**src/design/lffr_pkg.sv**
```systemverilog
// Package for the LED fade/flash ramp: field widths, register indexes,
// sequencer state type and step limits. No dependencies.
package lffr_pkg;

  localparam int LEVEL_W    = 8;
  localparam int PERIOD_W   = 16;
  localparam int PROD_W     = LEVEL_W + PERIOD_W;
  localparam int CFG_IDX_W  = 3;
  localparam int CFG_DATA_W = 16;
  localparam int CNT_W      = 5;

  localparam logic [CFG_IDX_W-1:0] REG_FLASH_MODE     = 3'd0;
  localparam logic [CFG_IDX_W-1:0] REG_MIN_LEVEL      = 3'd1;
  localparam logic [CFG_IDX_W-1:0] REG_MAX_LEVEL      = 3'd2;
  localparam logic [CFG_IDX_W-1:0] REG_REFRESH_PERIOD = 3'd3;
  localparam logic [CFG_IDX_W-1:0] REG_FADE_TIME      = 3'd4;

  // last count of each serial phase
  localparam logic [CNT_W-1:0] MUL_LAST = CNT_W'(LEVEL_W - 1);
  localparam logic [CNT_W-1:0] DIV_LAST = CNT_W'(PROD_W - 1);

  localparam logic [LEVEL_W-1:0] STEP_FLOOR = 8'd1;
  localparam logic [LEVEL_W-1:0] STEP_CEIL  = 8'd255;

  typedef enum logic [1:0] {
    ST_IDLE,
    ST_MUL,
    ST_DIV,
    ST_DONE
  } state_t;

endpackage

```
**src/design/led_fade_flash_ramp.sv**
```systemverilog
// LED fade/flash ramp: top level, holds the whole datapath and sequencer.
// Depends on lffr_pkg.
//
// Each input transfer is one refresh tick. The tick optionally loads a new
// target (in_tuser = load_target, in_tdata = target_level), turns the target
// at the min/max bounds in flash mode, and then moves the brightness toward
// the target by step = (max - min) * refresh_period / fade_time, clamped to
// 1..255 (max below min gives zero span, fade_time 0 acts as 1). A step that
// would pass the target lands on it. Each tick yields one output transfer with
// the new duty in out_tdata and a changed flag in out_tuser. The step is
// computed bit-serially, between an accept state and an apply state: a
// shift-add multiply (one span bit a cycle), then a restoring division (one
// quotient bit a cycle). A new tick is taken only after the previous one has
// been applied. A finished result waits in the output register while the
// next tick is accepted; the apply cycle holds while that result is still
// unclaimed. Configuration writes (cfg_valid/cfg_index/cfg_data) are always
// taken; unknown indexes are dropped. Write them only while idle.
module led_fade_flash_ramp (
  input  logic                                clk,
  input  logic                                rst_n,
  // configuration write channel
  input  logic                                cfg_valid,
  output logic                                cfg_ready,
  input  logic [lffr_pkg::CFG_IDX_W-1:0]      cfg_index,
  input  logic [lffr_pkg::CFG_DATA_W-1:0]     cfg_data,
  // tick input
  input  logic                                in_tvalid,
  output logic                                in_tready,
  input  logic [lffr_pkg::LEVEL_W-1:0]        in_tdata,   // [7:0] target_level
  input  logic                                in_tuser,   // [0] load_target
  // result output
  output logic                                out_tvalid,
  input  logic                                out_tready,
  output logic [lffr_pkg::LEVEL_W-1:0]        out_tdata,  // [7:0] duty
  output logic                                out_tuser   // [0] duty_changed
);
  import lffr_pkg::*;

  // configuration registers
  logic                  flash_mode_r;
  logic [LEVEL_W-1:0]    min_level_r;
  logic [LEVEL_W-1:0]    max_level_r;
  logic [PERIOD_W-1:0]   refresh_period_r;
  logic [PERIOD_W-1:0]   fade_time_r;

  // sequencer and datapath
  state_t                state_r, state_nxt;
  logic [CNT_W-1:0]      cnt_r, cnt_nxt;
  logic [PROD_W-1:0]     acc_r, acc_nxt;     // product, then dividend/quotient
  logic [PERIOD_W-1:0]   rem_r, rem_nxt;     // division remainder
  logic [LEVEL_W-1:0]    goal_r, goal_nxt;
  logic [LEVEL_W-1:0]    cur_r, cur_nxt;     // current level; also the applied level
  logic                  out_valid_r, out_valid_nxt;
  logic [LEVEL_W-1:0]    out_duty_r, out_duty_nxt;
  logic                  out_chg_r, out_chg_nxt;

  // combinational helpers
  logic [LEVEL_W-1:0]    span;
  logic [PERIOD_W-1:0]   divisor;
  logic [LEVEL_W-1:0]    goal_load;
  logic [PERIOD_W:0]     mul_sum;
  logic [PERIOD_W:0]     trial;
  logic [PERIOD_W:0]     trial_diff;
  logic                  q_bit;
  logic [LEVEL_W-1:0]    step;
  logic [LEVEL_W:0]      level_gap;
  logic [LEVEL_W-1:0]    moved;

  assign cfg_ready  = 1'b1;
  assign out_tvalid = out_valid_r;
  assign out_tdata  = out_duty_r;
  assign out_tuser  = out_chg_r;

  // configuration writes
  always_ff @(posedge clk) begin
    if (!rst_n) begin
      flash_mode_r     <= 1'b0;
      min_level_r      <= 8'd0;
      max_level_r      <= 8'd255;
      refresh_period_r <= 16'd20;
      fade_time_r      <= 16'd1000;
    end else if (cfg_valid && cfg_ready) begin
      case (cfg_index)
        REG_FLASH_MODE:     flash_mode_r     <= cfg_data[0];
        REG_MIN_LEVEL:      min_level_r      <= cfg_data[LEVEL_W-1:0];
        REG_MAX_LEVEL:      max_level_r      <= cfg_data[LEVEL_W-1:0];
        REG_REFRESH_PERIOD: refresh_period_r <= cfg_data[PERIOD_W-1:0];
        REG_FADE_TIME:      fade_time_r      <= cfg_data[PERIOD_W-1:0];
        default:            ;  // drop writes to unknown indexes
      endcase
    end
  end

  // span and divisor follow the config directly; the user must keep config stable during a tick (not enforced here)
  assign span    = (max_level_r > min_level_r) ? (max_level_r - min_level_r) : '0;
  assign divisor = (fade_time_r == '0) ? PERIOD_W'(1) : fade_time_r;

  // load the target, then turn it at the bounds in flash mode
  always_comb begin
    goal_load = in_tuser ? in_tdata : goal_r;
    if (flash_mode_r) begin
      if (cur_r <= min_level_r) begin
        goal_load = max_level_r;
      end else if (cur_r >= max_level_r) begin
        goal_load = min_level_r;
      end
    end
  end

  // one multiply step: add refresh_period into the upper part when the
  // low span bit is set, then shift the whole accumulator right
  assign mul_sum = {1'b0, acc_r[PROD_W-1:LEVEL_W]}
                 + (acc_r[0] ? {1'b0, refresh_period_r} : '0);

  // one restoring division step: shift in the next dividend bit, try subtract
  assign trial      = {rem_r, acc_r[PROD_W-1]};
  assign trial_diff = trial - {1'b0, divisor};
  assign q_bit      = (trial >= {1'b0, divisor});

  // clamp the quotient to 1..255
  always_comb begin
    if (acc_r[PROD_W-1:LEVEL_W] != '0) begin
      step = STEP_CEIL;
    end else if (acc_r[LEVEL_W-1:0] < STEP_FLOOR) begin
      step = STEP_FLOOR;
    end else begin
      step = acc_r[LEVEL_W-1:0];
    end
  end

  // move toward the goal, landing on it when the step would pass it
  always_comb begin
    level_gap = '0;
    moved     = cur_r;
    if (cur_r < goal_r) begin
      level_gap = {1'b0, goal_r} - {1'b0, cur_r};
      moved     = (level_gap <= {1'b0, step}) ? goal_r : cur_r + step;
    end else if (cur_r > goal_r) begin
      level_gap = {1'b0, cur_r} - {1'b0, goal_r};
      moved     = (level_gap <= {1'b0, step}) ? goal_r : cur_r - step;
    end
  end

  // sequencer: accept, multiply, divide, apply
  always_comb begin
    state_nxt     = state_r;
    cnt_nxt       = cnt_r;
    acc_nxt       = acc_r;
    rem_nxt       = rem_r;
    goal_nxt      = goal_r;
    cur_nxt       = cur_r;
    out_valid_nxt = out_valid_r;
    out_duty_nxt  = out_duty_r;
    out_chg_nxt   = out_chg_r;
    in_tready     = 1'b0;

    // retire the waiting result on its transfer
    if (out_valid_r && out_tready) begin
      out_valid_nxt = 1'b0;
    end

    case (state_r)
      ST_IDLE: begin
        in_tready = 1'b1;
        if (in_tvalid) begin
          goal_nxt  = goal_load;
          acc_nxt   = {{PERIOD_W{1'b0}}, span};
          cnt_nxt   = '0;
          state_nxt = ST_MUL;
        end
      end
      ST_MUL: begin
        acc_nxt = {mul_sum, acc_r[LEVEL_W-1:1]};
        if (cnt_r == MUL_LAST) begin
          cnt_nxt   = '0;
          rem_nxt   = '0;
          state_nxt = ST_DIV;
        end else begin
          cnt_nxt = cnt_r + CNT_W'(1);
        end
      end
      ST_DIV: begin
        rem_nxt = q_bit ? trial_diff[PERIOD_W-1:0] : trial[PERIOD_W-1:0];
        acc_nxt = {acc_r[PROD_W-2:0], q_bit};
        if (cnt_r == DIV_LAST) begin
          state_nxt = ST_DONE;
        end else begin
          cnt_nxt = cnt_r + CNT_W'(1);
        end
      end
      ST_DONE: begin
        // hold until the output register is free
        if (!out_valid_r || out_tready) begin
          cur_nxt       = moved;
          out_duty_nxt  = moved;
          out_chg_nxt   = (moved != cur_r);
          out_valid_nxt = 1'b1;
          state_nxt     = ST_IDLE;
        end
      end
      default: begin
        state_nxt = ST_IDLE;
      end
    endcase
  end

  always_ff @(posedge clk) begin
    if (!rst_n) begin
      state_r     <= ST_IDLE;
      cnt_r       <= '0;
      goal_r      <= '0;
      cur_r       <= '0;
      out_valid_r <= 1'b0;
    end else begin
      state_r     <= state_nxt;
      cnt_r       <= cnt_nxt;
      goal_r      <= goal_nxt;
      cur_r       <= cur_nxt;
      out_valid_r <= out_valid_nxt;
    end
  end

  always_ff @(posedge clk) begin
    acc_r      <= acc_nxt;
    rem_r      <= rem_nxt;
    out_duty_r <= out_duty_nxt;
    out_chg_r  <= out_chg_nxt;
  end

endmodule

```
**config.mk**
```make
export PLATFORM = sky130hd
export DESIGN_NAME = led_fade_flash_ramp
export DESIGN_NICKNAME = d
export VERILOG_FILES = /design/src/design/lffr_pkg.sv /design/src/design/led_fade_flash_ramp.sv
export SDC_FILE = /design/constraint.sdc
export NUM_CORES = 1
export LEC_CHECK = 0
export BUFFER_PORTS_ARGS = -buffer_cell sky130_fd_sc_hd__buf_2
export CAP_MARGIN = 40
export CORE_AREA = 2 2 109 153
export CTS_CLUSTER_DIAMETER = 80
export DETAILED_ROUTE_END_ITERATION = 16
export DIE_AREA = 0 0 111 155
export HOLD_SLACK_MARGIN = 0.15
export PLACE_DENSITY = 0.83
export SYNTH_ARGS = -nofsm -noshare
export SYNTH_HDL_FRONTEND = slang
export SYNTH_SLANG_ARGS = --single-unit
```
**constraint.sdc**
```tcl
create_clock -name clk -period 5.2 [get_ports clk]
set_input_delay 1.04 -clock clk [delete_from_list [all_inputs] [get_ports clk]]
set_output_delay 1.04 -clock clk [all_outputs]
set_load 0.01 [all_outputs]
```
==> results.py <==
metrics = {
    "outcome": {
        "status": "finished, final reports clean",
    },
    "flow_run": {
        "cap_violations": 0,
    },
    "hold_path": {
        "min_from": "refresh_period_r[1]$_SDFFE_PN0P_",
        "whs_path_depth": 2,
        "holdPathEnd": "refresh_period_r[1]$_SDFFE_PN0P_",
        "hp-class": "register to register",
    },
    "timing": {
        "period_share_pct": 83.1,
        "tightest_slew_ns": 0.921,
        "setup_viol_count_final": 0,
        "slew_violations": 0,
        "fmax_ghz": 0.232,
        "max_slew_margin_pct": 38.1,
        "whs_ns": 0.461,
        "final-hold-violation-count": 0,
        "skew_ns": 0.0114,
        "min_period_ns": 4.32,
        "rsz0062_at_grt": "no",
        "setup_ws_ns": 0.881,
        "timing.setup.tns_ns": 0,
    },
    "die": {
        "io-pin-count": 45,
        "die_w_um": 111,
        "die-area_um2": 17200,
        "start_util_pct": 61.2,
        "die_y_um": 155,
        "rows": 55,
        "design.core.area_um2": 15900,
    },
    "clock_network": {
        "h-tree-depth": 4,
        "cts.clk_slew.worst_paths_ns": 0.06,
        "cts_buffers": 17,
        "ctsLongestPathBuffers": 2,
        "clk_latency_ns": 0.43,
        "cts_resized": 0,
        "postCtsSetupBuffers": 0,
        "ctsHoldBuffers": 0,
        "cts_tree": "built",
        "cts-root-buf": "clkbuf_16",
        "cts_num_sinks": 122,
    },
    "logic_synthesis": {
        "syn_area_per_cell_um2": 8.46,
        "synth_ff_type": "dfxtp_1",
        "ys_ff_latch": 122,
        "synthCells": 1151,
        "yosysSeqAreaShare_pct": 30.1,
        "syn-num-nets": 1297,
        "ys_warn_count": 0,
        "yosys.cell_types.count": 81,
        "synth-edff-count": 49,
        "syn_area_um2": 9740,
        "async_flop_share_pct": 0,
    },
    "drt": {
        "routed_wl_um": 27600,
        "wl_per_cell_um": 19.9,
        "highest_layer": "met4",
        "wl_met3_um": 1150,
        "first_pass_iters": 5,
        "antenna_left": 0,
        "wl_met1_um": 10100,
        "initialDrtViolationCount": 675,
        "drc": 0,
        "met2_length_um": 14200,
        "vias": 8752,
        "vias_per_cell": 6.30,
    },
    "placement": {
        "dp_hpwl_um": 20800,
        "dp_worst_setup_slack_ns": 0.914,
        "dp_cells": 1357,
        "gp_congestion": 1.01,
        "io_buffers": 43,
    },
    "power_and_ir_drop": {
        "p_leak_nw": 4.63,
        "internal-power_mw": 3.17,
        "power_frac_clock_pct": 21.6,
        "powerDensity_nw_per_um2": 518,
        "swShare_pct": 42.7,
        "vdd_drop_max_mv": 0.528,
        "comb_power_share_pct": 52.6,
        "p_seq_share_pct": 25.8,
        "p_sw_mw": 2.37,
    },
    "grt": {
        "grt_antenna_before_repair": 0,
        "grt_overflow": 0,
        "grt_pass1_wl_um": 44500,
        "grt_max_degree": 47,
        "grt_pass1_vias": 8696,
        "grt_usage_pct": 32.6,
    },
    "finish": {
        "layout_commonest_cell": "nand2_1",
        "fillers": 1296,
        "layoutNonFillerInstCount": 1389,
        "final_cell_mix": "nand2_1, ha_1, nor2_1, a21oi_1, inv_1",
        "drive_above_1_share_pct": 10.0,
        "finalNetCount": 1323,
        "diodes": 0,
        "area.growth.synth_to_final_pct": 9.72,
    },
    "critical_path": {
        "crit_buf_inv": 3,
        "path_cells": "inv_1 -> ha_1 -> and3_4 -> a21bo_4 -> a21boi_0 -> nor2_1 -> xnor2_1 -> ha_1 -> or2_2 -> o221ai_1 -> o21bai_1 -> buf_4 -> and2_4 -> a211oi_1 -> o22ai_1 -> inv_2 -> xnor2_1 -> nor2_1 -> nand4_1",
        "worst_r2r_path_depth": 19,
        "cp.required_ns": 5.37,
        "slowest_stage": "ha_1",
        "end_kind": "register",
        "reg2reg_slack_ns": 0.88,
        "critical-path-top-delay-family": "simple AND/OR/NAND/NOR gates",
        "timing.rr.start": "goal_r[5]$_SDFFE_PN0P_",
        "critPathMaxStageDelay_ns": 0.56,
        "arrival_ns": 4.49,
        "crit_path_max_fanout": 9,
        "r2r_end": "out_tuser$_DFFE_PP_",
        "path_class": "register to register",
        "startpoint_type": "register",
    },
}
==> how the worst max path moves through the flow <==
| stage | startpoint | endpoint | cells past startpoint |
|---|---|---|---|
| final | goal_r[5]$_SDFFE_PN0P_ | out_tuser$_DFFE_PP_ | 19 |
| after global routing | goal_r[5]$_SDFFE_PN0P_ | out_tuser$_DFFE_PP_ | 19 |
| after CTS | goal_r[5]$_SDFFE_PN0P_ | out_tuser$_DFFE_PP_ | 19 |
| after detailed placement | goal_r[5]$_SDFFE_PN0P_ | out_tuser$_DFFE_PP_ | 19 |
| after global placement | cur_r[0]$_SDFFE_PN0P_ | out_tuser$_DFFE_PP_ | 18 |
| after floorplan | cur_r[1]$_SDFFE_PN0P_ | out_tuser$_DFFE_PP_ | 17 |
==> power by group through the flow <==
stage	clock network (mW)	logic (mW)	registers, mW
floorplan	0	2.25	1.39
global placement	0	2.79	1.44
detailed placement	0	2.85	1.45
CTS	1.20	2.88	1.43
global route	1.24	3.19	1.45
finish	1.19	2.91	1.43
==> registers in the layout (all words and copies together), names as in the netlist, 2 cells and up <==
name,count
cnt_r,5
max_level_r,8
out_tdata,8
acc_r,24
goal_r,8
rem_r,16
refresh_period_r,16
min_level_r,8
cur_r,8
state_r,2
fade_time_r,16
==> cells in the mapped netlist, types with 5 or more instances <==
cell type / n / area (µm²)
o21ai_0: 41 / 205
nand4_1: 14 / 87.6
xor2_1: 27 / 236
mux2i_1: 28 / 280
a22oi_1: 17 / 128
nor2b_1: 17 / 106
and3_1: 15 / 93.8
fa_1: 7 / 140
o211ai_1: 18 / 135
nor4_1: 10 / 62.6
nor2_1: 104 / 390
a211oi_1: 21 / 158
nand2b_1: 10 / 62.6
xnor2_1: 34 / 298
o21bai_1: 8 / 60.1
o31a_1: 8 / 70.1
a21oi_1: 100 / 500
dfxtp_1: 73 / 1460
edfxtp_1: 49 / 1470
a31oi_1: 6 / 37.5
ha_1: 106 / 1330
o21a_1: 10 / 75.1
nor3_1: 16 / 80.1
nand3_1: 23 / 115
a21o_1: 27 / 203
inv_1: 79 / 297
nand2_1: 122 / 458
clkbuf_1: 33 / 124
o2bb2ai_1: 8 / 70.1
and2_1: 19 / 119
buf_2: 5 / 25.0
or2_2: 9 / 56.3
==> area by class of cell <==
class / count / area (µm²) / share of cell area, %
Tap cell: 199 / 249 / 2.33
Timing Repair Buffer: 56 / 340 / 3.19
Clock inverter: 13 / 150 / 1.41
Multi-Input combinational cell: 898 / 6270 / 58.7
Sequential cell: 122 / 2930 / 27.5
Clock buffer: 19 / 433 / 4.05
Inverter: 82 / 308 / 2.88
==> per-layer routing <==
metal,vias to the layer above,global-route usage [%]
li1,4174,-
met1,4156,33.9
met2,308,59.5
met3,114,4.21
met4,0,24.6
met5,-,0
==> through the flow <==
stage	total power, mW	cell area (µm²)	utilization, %
after floorplan	3.64	9740	-
after global placement	4.23	10000	63.2
after detailed placement	4.29	10100	63.5
after CTS	5.50	10700	67.2
after global routing	5.89	10700	67.2
final	5.54	10700	67.2
==> kinds of logic (layout without fill, tap and decap cells) <==
| group | after synthesis | in the layout | share of synthesized area [%] |
|---|---|---|---|
| and+or+nand+nor | 380 | 380 | 18.5 |
| other | 1 | 1 | 0.0385 |
| adders and majority gates | 113 | 113 | 15.1 |
| xor gates and xnor gates | 61 | 61 | 5.49 |
| muxes | 30 | 30 | 3.11 |
| buffers and inverters | 131 | 170 | 5.51 |
| AOI/OAI and AO/OA | 313 | 313 | 22.1 |
| DFF | 122 | 122 | 30.1 |
==> worst reg2reg max path: cells and delay by family, from the launching register on <==
kind,cells,cell delay (ns)
AO/OA/AOI/OAI,6,0.98
XOR/XNOR,2,0.28
adder cells (fa/ha/maj),2,0.85
buffers and inverters,3,0.34
flip-flops,1,0.42
AND/OR/NAND/NOR,6,1.19
Power figures use the tool's default switching activity.
